File: config.mk
export PLATFORM = sky130hd
export DESIGN_NAME = tsk_lane
export DESIGN_NICKNAME = d
export VERILOG_FILES = /design/src/tsk_pkg.sv /design/src/tsk_lane.sv
export SDC_FILE = /design/constraint.sdc
export NUM_CORES = 1
export LEC_CHECK = 0
export ABC_CLOCK_PERIOD_IN_PS = 9700
export BUFFER_PORTS_ARGS = -buffer_cell sky130_fd_sc_hd__buf_2
export CAP_MARGIN = 20
export CORE_MARGIN = 10
export CORE_UTILIZATION = 55
export CTS_BUF_LIST = sky130_fd_sc_hd__clkbuf_8
export CTS_CLUSTER_SIZE = 10
export DETAILED_ROUTE_END_ITERATION = 6
export PLACE_DENSITY = 0.82
export RECOVER_POWER = 100
export SKIP_LAST_GASP = 1
export SLEW_MARGIN = 15
export SYNTH_ARGS = -nofsm -noshare
export SYNTH_HDL_FRONTEND = slang
export SYNTH_SLANG_ARGS = --single-unit
File: constraint.sdc
create_clock -name i_clk -period 9.7 [get_ports i_clk]
set_input_delay 1.455 -clock i_clk [delete_from_list [all_inputs] [get_ports i_clk]]
set_output_delay 1.455 -clock i_clk [all_outputs]
set_load 0.1 [all_outputs]
File: src/tsk_pkg.sv
`timescale 1ns / 1ps
package tsk_pkg;

    localparam int SAMPLE_BITS = 24;
    localparam int FRAC_BITS   = 16;
    localparam int AXES        = 3;

    localparam int PP_BITS   = SAMPLE_BITS + 1;
    localparam int DEN_BITS  = SAMPLE_BITS + 2;
    localparam int GAIN_BITS = FRAC_BITS + 1;
    localparam int CNT_BITS  = $clog2(GAIN_BITS + 1);
    localparam int DIFF_BITS = SAMPLE_BITS + 1;
    localparam int PROD_BITS = DIFF_BITS + GAIN_BITS + 1;
    localparam int VPROD_BITS = GAIN_BITS + PP_BITS;
    localparam int DATA_BITS = ((AXES * SAMPLE_BITS + 7) / 8) * 8;

    localparam int CFG_IDX_BITS = 1;
    localparam logic [CFG_IDX_BITS-1:0] REG_PROCESS_NOISE = CFG_IDX_BITS'(0);
    localparam logic [CFG_IDX_BITS-1:0] REG_MEASURE_NOISE = CFG_IDX_BITS'(1);

    localparam logic [SAMPLE_BITS-1:0] Q_RESET   = SAMPLE_BITS'((3 << FRAC_BITS) / 100);
    localparam logic [SAMPLE_BITS-1:0] R_RESET   = SAMPLE_BITS'((365 << FRAC_BITS) / 100);
    localparam logic [SAMPLE_BITS-1:0] VAR_RESET = SAMPLE_BITS'(1 << FRAC_BITS);
    localparam logic [GAIN_BITS-1:0]   GAIN_ONE  = GAIN_BITS'(1 << FRAC_BITS);

    typedef enum logic [2:0] {
        S_IDLE,
        S_PREP,
        S_DIV,
        S_MUL,
        S_ADD,
        S_DONE
    } t_state;

    typedef struct packed {
        logic load;
        logic seed;
        logic mul;
        logic upd;
    } t_lane_ctl;

endpackage

File: src/tsk_lane.sv
`timescale 1ns / 1ps
module tsk_lane
    import tsk_pkg::*;
(
    input  logic                          i_clk,
    input  logic                          i_rst_n,
    input  t_lane_ctl                     i_ctl,
    input  logic signed [SAMPLE_BITS-1:0] i_z,
    input  logic [GAIN_BITS-1:0]          i_gain,
    output logic signed [SAMPLE_BITS-1:0] o_est
);

    logic signed [SAMPLE_BITS-1:0] r_z;
    logic signed [SAMPLE_BITS-1:0] r_est;
    logic signed [PROD_BITS-1:0]   r_prod;

    logic signed [DIFF_BITS-1:0]   w_diff;
    logic signed [GAIN_BITS:0]     w_gain;
    logic signed [PROD_BITS-1:0]   w_step;

    always_comb begin
        w_diff = DIFF_BITS'(r_z) - DIFF_BITS'(r_est);
        w_gain = {1'b0, i_gain};
        w_step = r_prod >>> FRAC_BITS;
    end

    always_ff @(posedge i_clk) begin
        if (!i_rst_n) begin
            r_est <= '0;
        end else if (i_ctl.seed) begin
            r_est <= i_z;
        end else if (i_ctl.upd) begin
            r_est <= r_est + w_step[SAMPLE_BITS-1:0];
        end
    end

    always_ff @(posedge i_clk) begin
        if (i_ctl.load) begin
            r_z <= i_z;
        end
        if (i_ctl.mul) begin
            r_prod <= w_diff * w_gain;
        end
    end

    assign o_est = r_est;

endmodule

# After elaboration in Yosys (flattened, before gate mapping)
# Index checks and enable logic that the tools add are counted.
dict set report totals {
  inputBits 47
  register_bits 88
  out_inout_bits 24
}
dict set report op_classes {
  n_mul 1
  n_reduce_logical 1
  n_addsub 2
  mux 2
}
# operator n
set op_table {}
lappend op_table {{two-way mux 24 bit} 2}
lappend op_table {{multiplier 25 x 18 -> 40 bit} 1}
lappend op_table {{subtractor 24 x 24 -> 25 bit} 1}
lappend op_table {{adder 24 bit} 1}
lappend op_table {{nonzero test 2 bit} 1}

# Longest topological paths before layout
# Gate-level depths: netlist of the first run.
dict set report logic_depth {
  word_depth 3
  depth_mapped 35
}

# Least setup slack after synthesis of the first run
# No wires, ideal clock.
dict set report synth_timing {
  path_kind {flip-flop to flip-flop}
  startpoint {register r_est[2] (netlist: o_est[2])}
  endpoint {register r_prod[33], data pin}
  t_arrival_ps 8861
  required_ps 9442
  setup_time_ps 258
  setup_slack_ps 581
  stages_incl_launch_ff 33
  cell_sequence {dfxtp_1 inv_1 ha_1 nor2b_1 o2111a_1 o31ai_4 a311oi_1 o31ai_2 nand2b_1 a221o_1 a31oi_4 buf_6 mux2i_1 fa_1 inv_1 fa_1 fa_1 inv_1 fa_1 fa_1 inv_1 fa_1 inv_1 ha_1 a2111oi_0 o21ai_0 a31o_2 a221oi_1 a21boi_0 o21a_1 o21a_1 nor2_1 xnor2_1}
}
dict set report synth_between {
  elab_chain_cells 2
}
# element line
set synth_rtl {}
lappend synth_rtl {{from (decl)} tsk_lane.sv:14} ;# logic signed [SAMPLE_BITS-1:0] r_est;
lappend synth_rtl {{from (signal assigned)} tsk_lane.sv:31} ;# r_est <= i_z;
lappend synth_rtl {{from (signal assigned)} tsk_lane.sv:33} ;# r_est <= r_est + w_step[SAMPLE_BITS-1:0];
lappend synth_rtl {{subtractor 24 x 24 -> 25 bit} tsk_lane.sv:22} ;# w_diff = DIFF_BITS'(r_z) - DIFF_BITS'(r_est);
lappend synth_rtl {{multiplier 25 x 18 -> 40 bit} tsk_lane.sv:42} ;# r_prod <= w_diff * w_gain;
lappend synth_rtl {{to (signal assigned)} tsk_lane.sv:42}
lappend synth_rtl {{to (decl)} tsk_lane.sv:15} ;# logic signed [PROD_BITS-1:0] r_prod;
# No other way between the ends.
# A chain may end at the register's enable or synchronous reset.

# Final worst setup path of the first run
dict set report layout_timing {
  startpoint {register r_z[0]}
  endpoint {register r_prod[39], data pin}
}
dict set report layout_between {
  elab_chain_cells 2
}
# element line
set layout_rtl {}
lappend layout_rtl {{from (decl)} tsk_lane.sv:13} ;# logic signed [SAMPLE_BITS-1:0] r_z;
lappend layout_rtl {{from (signal assigned)} tsk_lane.sv:39} ;# r_z <= i_z;
lappend layout_rtl {{subtractor 24 x 24 -> 25 bit} tsk_lane.sv:22}
lappend layout_rtl {{multiplier 25 x 18 -> 40 bit} tsk_lane.sv:42}
# No other way between the ends.

==> results by group, run 1 <==
Routing
  • Detailed-route DRC error count: 0
  • Final antenna-violating net count: 0
  • Via count: ~15,000
  • Average routed wire per standard cell: 18.5 um
  • DR iter-0 viols: between 900 and 1,000
  • Via/cell ratio: between 5 and 6
  • Wire length after detailed routing: around 49,000 um
  • Router iterations before antenna repair: 5

Run status
  • Outcome: finished, violations left
  • Failing checks: max-capacitance violations, max-slew violations

Synth
  • Mapped Area: ~0.019 sq mm
  • Avg Cell Area, Syn: 8.98 sq um
  • Asr flop ratio synth: 0%
  • Cells after Synth: about 2,200
  • Synth top area cells: fa_1 41%, inv_1 10%, ha_1 9.1%
  • Warnings, synthesis: 0
  • Sequential share of the synthesized area: under 10%
  • Synth top area share: 40.9%
  • Main synth FF type: edfxtp_1
  • Cell accounting for the most synthesized area: fa_1
  • Synth cell types: between 60 and 70
  • Number of synthesized flops with an enable pin: 48
  • Number of synthesized register bits: 72
  • Net Count, Synth: around 2,700

Layout
  • Layout cells sized above 1: about 4%
  • Nets: approximately 2,800
  • Antenna diodes: 0
  • Finished Layout Cells: 2,643
  • Final instance area: around 0.020 sq mm
  • Layout area overhead: 5.01%

Floorplanning
  • IO Count: 71
  • Area of the core: around 0.035 sq mm
  • Die H: a little over 200 um
  • Die Area: around 0.043 sq mm
  • Die span in x: about 210 um
  • Initial Utilization: between 50% and 60%
  • Rows: between 60 and 70

Clock tree
  • CTS Hold Bufs: 0
  • Worst skew pair latency: 0.36 ns
  • Clock Sinks: 72
  • CTS root buf: clkbuf_8
  • Max clock buf depth: 2
  • Postcts setup bufs: 0
  • Cts repair resizes: 0
  • TritonCTS Buffers: 9
  • H-tree levels: 3
  • Clock-pin slew on the worst setup and hold paths: roughly 0.08 ns
  • CTS tree: built

Placed design
  • DP Worst Slack: 0.321 ns
  • Placed Area: around 0.020 sq mm
  • GPL Wtd Cong: 0.923
  • Cells after DPL: around 2,600
  • Detailed placement HPWL: between 30,000 and 40,000 um
  • Port bufs: 70

Timing
  • Slew margin rel.: -8.75%
  • Final Setup Violations: 0
  • RSZ-0062 raised after global routing: yes
  • Period utilisation layout: a little over nine tenths
  • Final hold vios: 0
  • Setup WS post-layout: 0.356 ns
  • Post-route minimum period: ~9.3 ns
  • Clk_skew: about 0.017 ns
  • Final TNS setup: 0 ns
  • Max Clk Rate: 0.107 GHz
  • Final number of max-transition violations: 80
  • Worst-margin pin slew: 1.63 ns

GRT
  • First-pass GRT wire length: 80,500 um
  • Total GRT Usage: 22.7%
  • Maximum number of pins on one net before global-route repair: 38
  • Global route overflow: 0
  • Initial antenna violation count: 1
  • Vias in the first global route: approximately 16,000

Critical path
  • R2r setup slk: about 0.36 ns
  • Critical Path Most Common Cell: fa_1
  • Slowest-stage cell, CP: fa_1
  • Critical path's largest stage delay: approximately 0.54 ns
  • Critical-path maximum fanout: 15
  • Worst EP arrival: between 9 and 10 ns
  • Kind of critical path: register to register
  • Required @ worst endpoint: roughly 9.8 ns
  • Startpoint types: register
  • Crit end category: register

Run
  • MaxCap Viol Count: 3

Worst hold path
  • Worst hold path type: register to register
synth_stat cells (13+ instances only):
library cell	count
inv_1	515
fa_1	396
nand2_1	272
and2_1	178
ha_1	141
clkbuf_1	75
a21oi_1	63
o21ai_0	53
xnor2_1	52
edfxtp_1	48
nor2_1	42
nor2b_1	38
nand2b_1	31
dfxtp_1	24
a21o_1	23
xor2_1	20
nor3_1	19
o21a_1	15
mux2i_1	14
nand3_1	13
layer usage:
layer	share of wire [%]	global-route usage, %
met1	38	27.5
met5	0.025	0
met3	8.5	3.61
met2	51	40.3
met4	3.2	7.30
state kept, by name, summed over array words and instances (netlist names):
register	count
r_prod	24
o_est	24
r_z	24
cells by family (layout without fill, tap and decap cells):
group                      Yosys count  count (layout)  share of synthesized area [%]
DFF                                 72              72                           9.91
muxes                               21              21                           1.13
adders and majority gates          537             537                           50.0
xor gates and xnor gates            72              72                           3.25
buffers and inverters              596             625                           11.6
and+or+nand+nor                    629             629                           16.1
AOI/OAI and AO/OA                  232             232                           8.03
final cells by class:
type	instances	area, sq um
clock inverter	7	70.1
multi-input combinational	1491	15300
timing repair buffer	94	474
inverter	515	1930
sequential	72	1920
fill	2906	14300
tap	455	569
clock buffer	9	124
worst max-delay path, delay by kind of cell (launching register included):
kind | cells | cell delay (ns)
XOR/XNOR | 2 | 0.29
multiplexers | 1 | 0.39
adder cells (fa/ha/maj) | 9 | 3.79
flip-flops | 1 | 0.37
AO/OA/AOI/OAI | 12 | 3.37
AND/OR/NAND/NOR | 3 | 0.31
buffers and inverters | 5 | 0.56
metrics by stage:
step                      utilization (%)  hold slack, ns
after CTS                            58.9           0.573
after detailed placement             58.3           0.560
final                                58.8           0.570
after global routing                 58.8           0.592
after global placement               58.3           0.541
after floorplan                         -           0.628
worst paths after layout:
kind | startpoint | end | cells after the start
max | r_z[0] | r_prod[39] | 32
max reg2reg | r_z[0] | r_prod[39] | 32
min | o_est[12] | o_est[12] | 2
min reg2reg | o_est[12] | o_est[12] | 2
cell usage in the layout (no fill, tap or decap), types with 42 or more instances in the layout:
cell / n
a21oi_1: 63
and2_1: 177
clkbuf_1: 45
edfxtp_1: 48
fa_1: 396
ha_1: 141
inv_1: 515
nand2_1: 272
nor2_1: 42
o21ai_0: 53
xnor2_1: 49
Power of run 1 is not shown: default switching activity piles up to over one toggle a cycle in this logic, so the estimate is an artifact.
==> run 2, diff against run 1 <==
--- a/config.mk
+++ b/config.mk
@@ -5,6 +5,7 @@
 export SDC_FILE = /design/constraint.sdc
 export NUM_CORES = 1
 export LEC_CHECK = 0
+export ABC_AREA = 1
 export ABC_CLOCK_PERIOD_IN_PS = 9700
 export BUFFER_PORTS_ARGS = -buffer_cell sky130_fd_sc_hd__buf_2
 export CAP_MARGIN = 20
==> run 2 against run 1 <==
Effect of this change:
- the run ends with design-rule violations, max-capacitance violations, max-slew violations left
- clock-buffer cell count up 1
- register-to-register slack better by 0.65 ns
- clock skew up 0.0012 ns
- hold slack worse by 0.027 ns
- design area up 3.0%
- non-clock buffer count down 14
- utilization down 0.29 points
- flip-flop and latch count unchanged
- critical path depth down 2
- area after synthesis up 3.5%
- global-route usage up 5.1 points
- critical path type unchanged
- highest routed layer is now met4
==> results by group, run 2 <==
Run status
  • Outcome: finished, violations left
  • Failing checks: design-rule violations, max-capacitance violations, max-slew violations

Run
  • MaxCap Viol Count: 2

Synth
  • Synth top area cells: fa_1 39%, inv_1 12%, ha_1 8.8%
  • Warnings, synthesis: 0
  • Most common cell in the netlist: inv_1
  • Cell accounting for the most synthesized area: fa_1
  • Commonest cells in the netlist: 654 x inv_1, 462 x nand2_1, 396 x fa_1, 281 x nor2_1, 141 x ha_1
  • Asr flop ratio synth: 0%
  • Number of synthesized register bits: ~70
  • Avg Cell Area, Syn: 7.86 sq um
  • Mapped Area: between 0.02 and 0.025 sq mm
  • Sequential share of the synthesized area: a little under a tenth
  • Net Count, Synth: approximately 3,100
  • Main synth FF type: edfxtp_1
  • Synth cell types: 53
  • Cells after Synth: 2,554
  • Number of synthesized flops with an enable pin: 48
  • Synth top area share: 39.5%

Timing
  • Max Clk Rate: about 0.11 GHz
  • RSZ-0062 raised after global routing: no
  • Worst-margin pin slew: between 1.5 and 2 ns
  • Clk_skew: 0.0183 ns
  • Final number of max-transition violations: 50
  • Period utilisation layout: 89.7%
  • Slew margin rel.: -6.76%
  • Final Setup Violations: 0
  • Post-route minimum period: approximately 8.7 ns
  • Final TNS setup: 0 ns
  • Final hold vios: 0

GRT
  • Total GRT Usage: 27.7%
  • Maximum number of pins on one net before global-route repair: 27
  • Initial antenna violation count: 1
  • Global route overflow: 0
  • Vias in the first global route: between 15,000 and 20,000
  • First-pass GRT wire length: 96,500 um

Clock tree
  • Cts repair resizes: 0
  • Postcts setup bufs: 0
  • H-tree levels: 3
  • CTS Hold Bufs: 0
  • Max clock buf depth: 2
  • Clock-pin slew on the worst setup and hold paths: 0.09 ns
  • Clock Sinks: 72
  • Worst skew pair latency: ~0.38 ns
  • TritonCTS Buffers: 9
  • CTS tree: built
  • CTS root buf: clkbuf_8

Layout
  • Most common cell after layout, fill and taps aside: inv_1
  • Commonest non-fill, non-tap cells in the layout: 655 x inv_1, 462 x nand2_1, 396 x fa_1
  • Layout area overhead: 4.43%
  • Layout cells sized above 1: under 10%
  • Nets: about 3,200

Worst hold path
  • Worst hold path type: register to register

Routing
  • Wire length after detailed routing: roughly 61,000 um
  • Via/cell ratio: 5.62
  • DR iter-0 viols: around 1,500
  • Detailed-route DRC error count: 3
  • Final antenna-violating net count: 0
  • Router iterations before antenna repair: 7
  • Average routed wire per standard cell: slightly below 20 um
  • Via count: 17,149

Floorplanning
  • Rows: just under 70
  • Die span in x: between 200 and 250 um
  • Area of the core: around 0.036 sq mm
  • IO Count: 71
  • Initial Utilization: between 50% and 60%
  • Die Area: 0.0445 sq mm
  • Die H: roughly 210 um

Critical path
  • Slowest-stage cell, CP: xor2_1
  • Crit end category: register
  • Critical path's largest stage delay: 1.00 ns
  • Critical-path maximum fanout: 11
  • Crit path max-delay family: adder cells
  • R2r setup slk: roughly 1 ns
  • WP buf/inv: 8
  • Worst EP arrival: around 9 ns
  • Startpoint types: register
  • Critical Path Most Common Cell: inv_1
  • Required @ worst endpoint: approximately 9.8 ns
  • Kind of critical path: register to register

Placed design
  • GPL Wtd Cong: between 1 and 1.5
  • Detailed placement HPWL: approximately 50,000 um
  • Port bufs: 70
[run 2: cell types whose count changed after synthesis, moves of 40 or more]
cell	delta
nor2_1	+239
nand2_1	+190
and2_1	-178
inv_1	+139
nand3_1	+62
a21oi_1	+48
xnor2_1	-40
[run 2: cells by family (layout without fill, tap and decap cells)]
kind of cell,Yosys count,after routing,synth area share (%)
and+or+nand+nor,937,937,19.5
buffers and inverters,729,761,13.8
adders and majority gates,537,537,48.3
AOI/OAI and AO/OA,241,241,6.93
DFF,72,72,9.57
xor gates and xnor gates,38,38,1.90
other,0,2,0
[run 2: layer usage]
layer	wire (um)	share of wire (%)	GRT usage [%]
met5	0	0	0
met4	2510	4.1	10.5
met3	6050	10	5.15
met2	28000	46	45.4
met1	24000	40	36.0
[run 2: worst paths after layout]
check / startpoint / endpoint / cells after the start
worst max-delay path: o_est[0] / r_prod[34] / 30
worst min register to register: o_est[15] / o_est[15] / 2
worst min-delay path: o_est[15] / o_est[15] / 2
worst max register to register: o_est[0] / r_prod[34] / 30
[run 2: layout make-up]
cell class                      count  area, sq um
Timing Repair Buffer               80          363
Sequential cell                    72         1920
Clock inverter                      6         83.8
Tap cell                          461          577
Antenna cell                        2         5.00
Inverter                          665         2500
Multi-Input combinational cell   1753        15400
Fill cell                        3214        14900
Clock buffer                       10          138
[run 2: through the flow]
stage | setup slack [ns] | util, % | instance area (sq um) | hold WS [ns] | std cells
2_1_floorplan | 2.23 | - | 20100 | 0.610 | 2554
3_3_place_gp | 1.20 | 58.0 | 20800 | 0.512 | 3029
3_5_place_dp | 1.21 | 58.1 | 20800 | 0.525 | 3030
4_1_cts | 1.19 | 58.7 | 21000 | 0.537 | 3046
5_1_grt | 0.579 | 58.5 | 21000 | 0.571 | 3048
6_report | 1.00 | 58.5 | 21000 | 0.543 | 3049
[run 2: tightest hold or removal path, delay by kind of cell, from the launching register on]
family	cells	cell delay, ns
flip-flops	1	0.34
AO/OA/AOI/OAI	1	0.08
AND/OR/NAND/NOR	1	0.07
Power of run 2 is left out for the same reason.
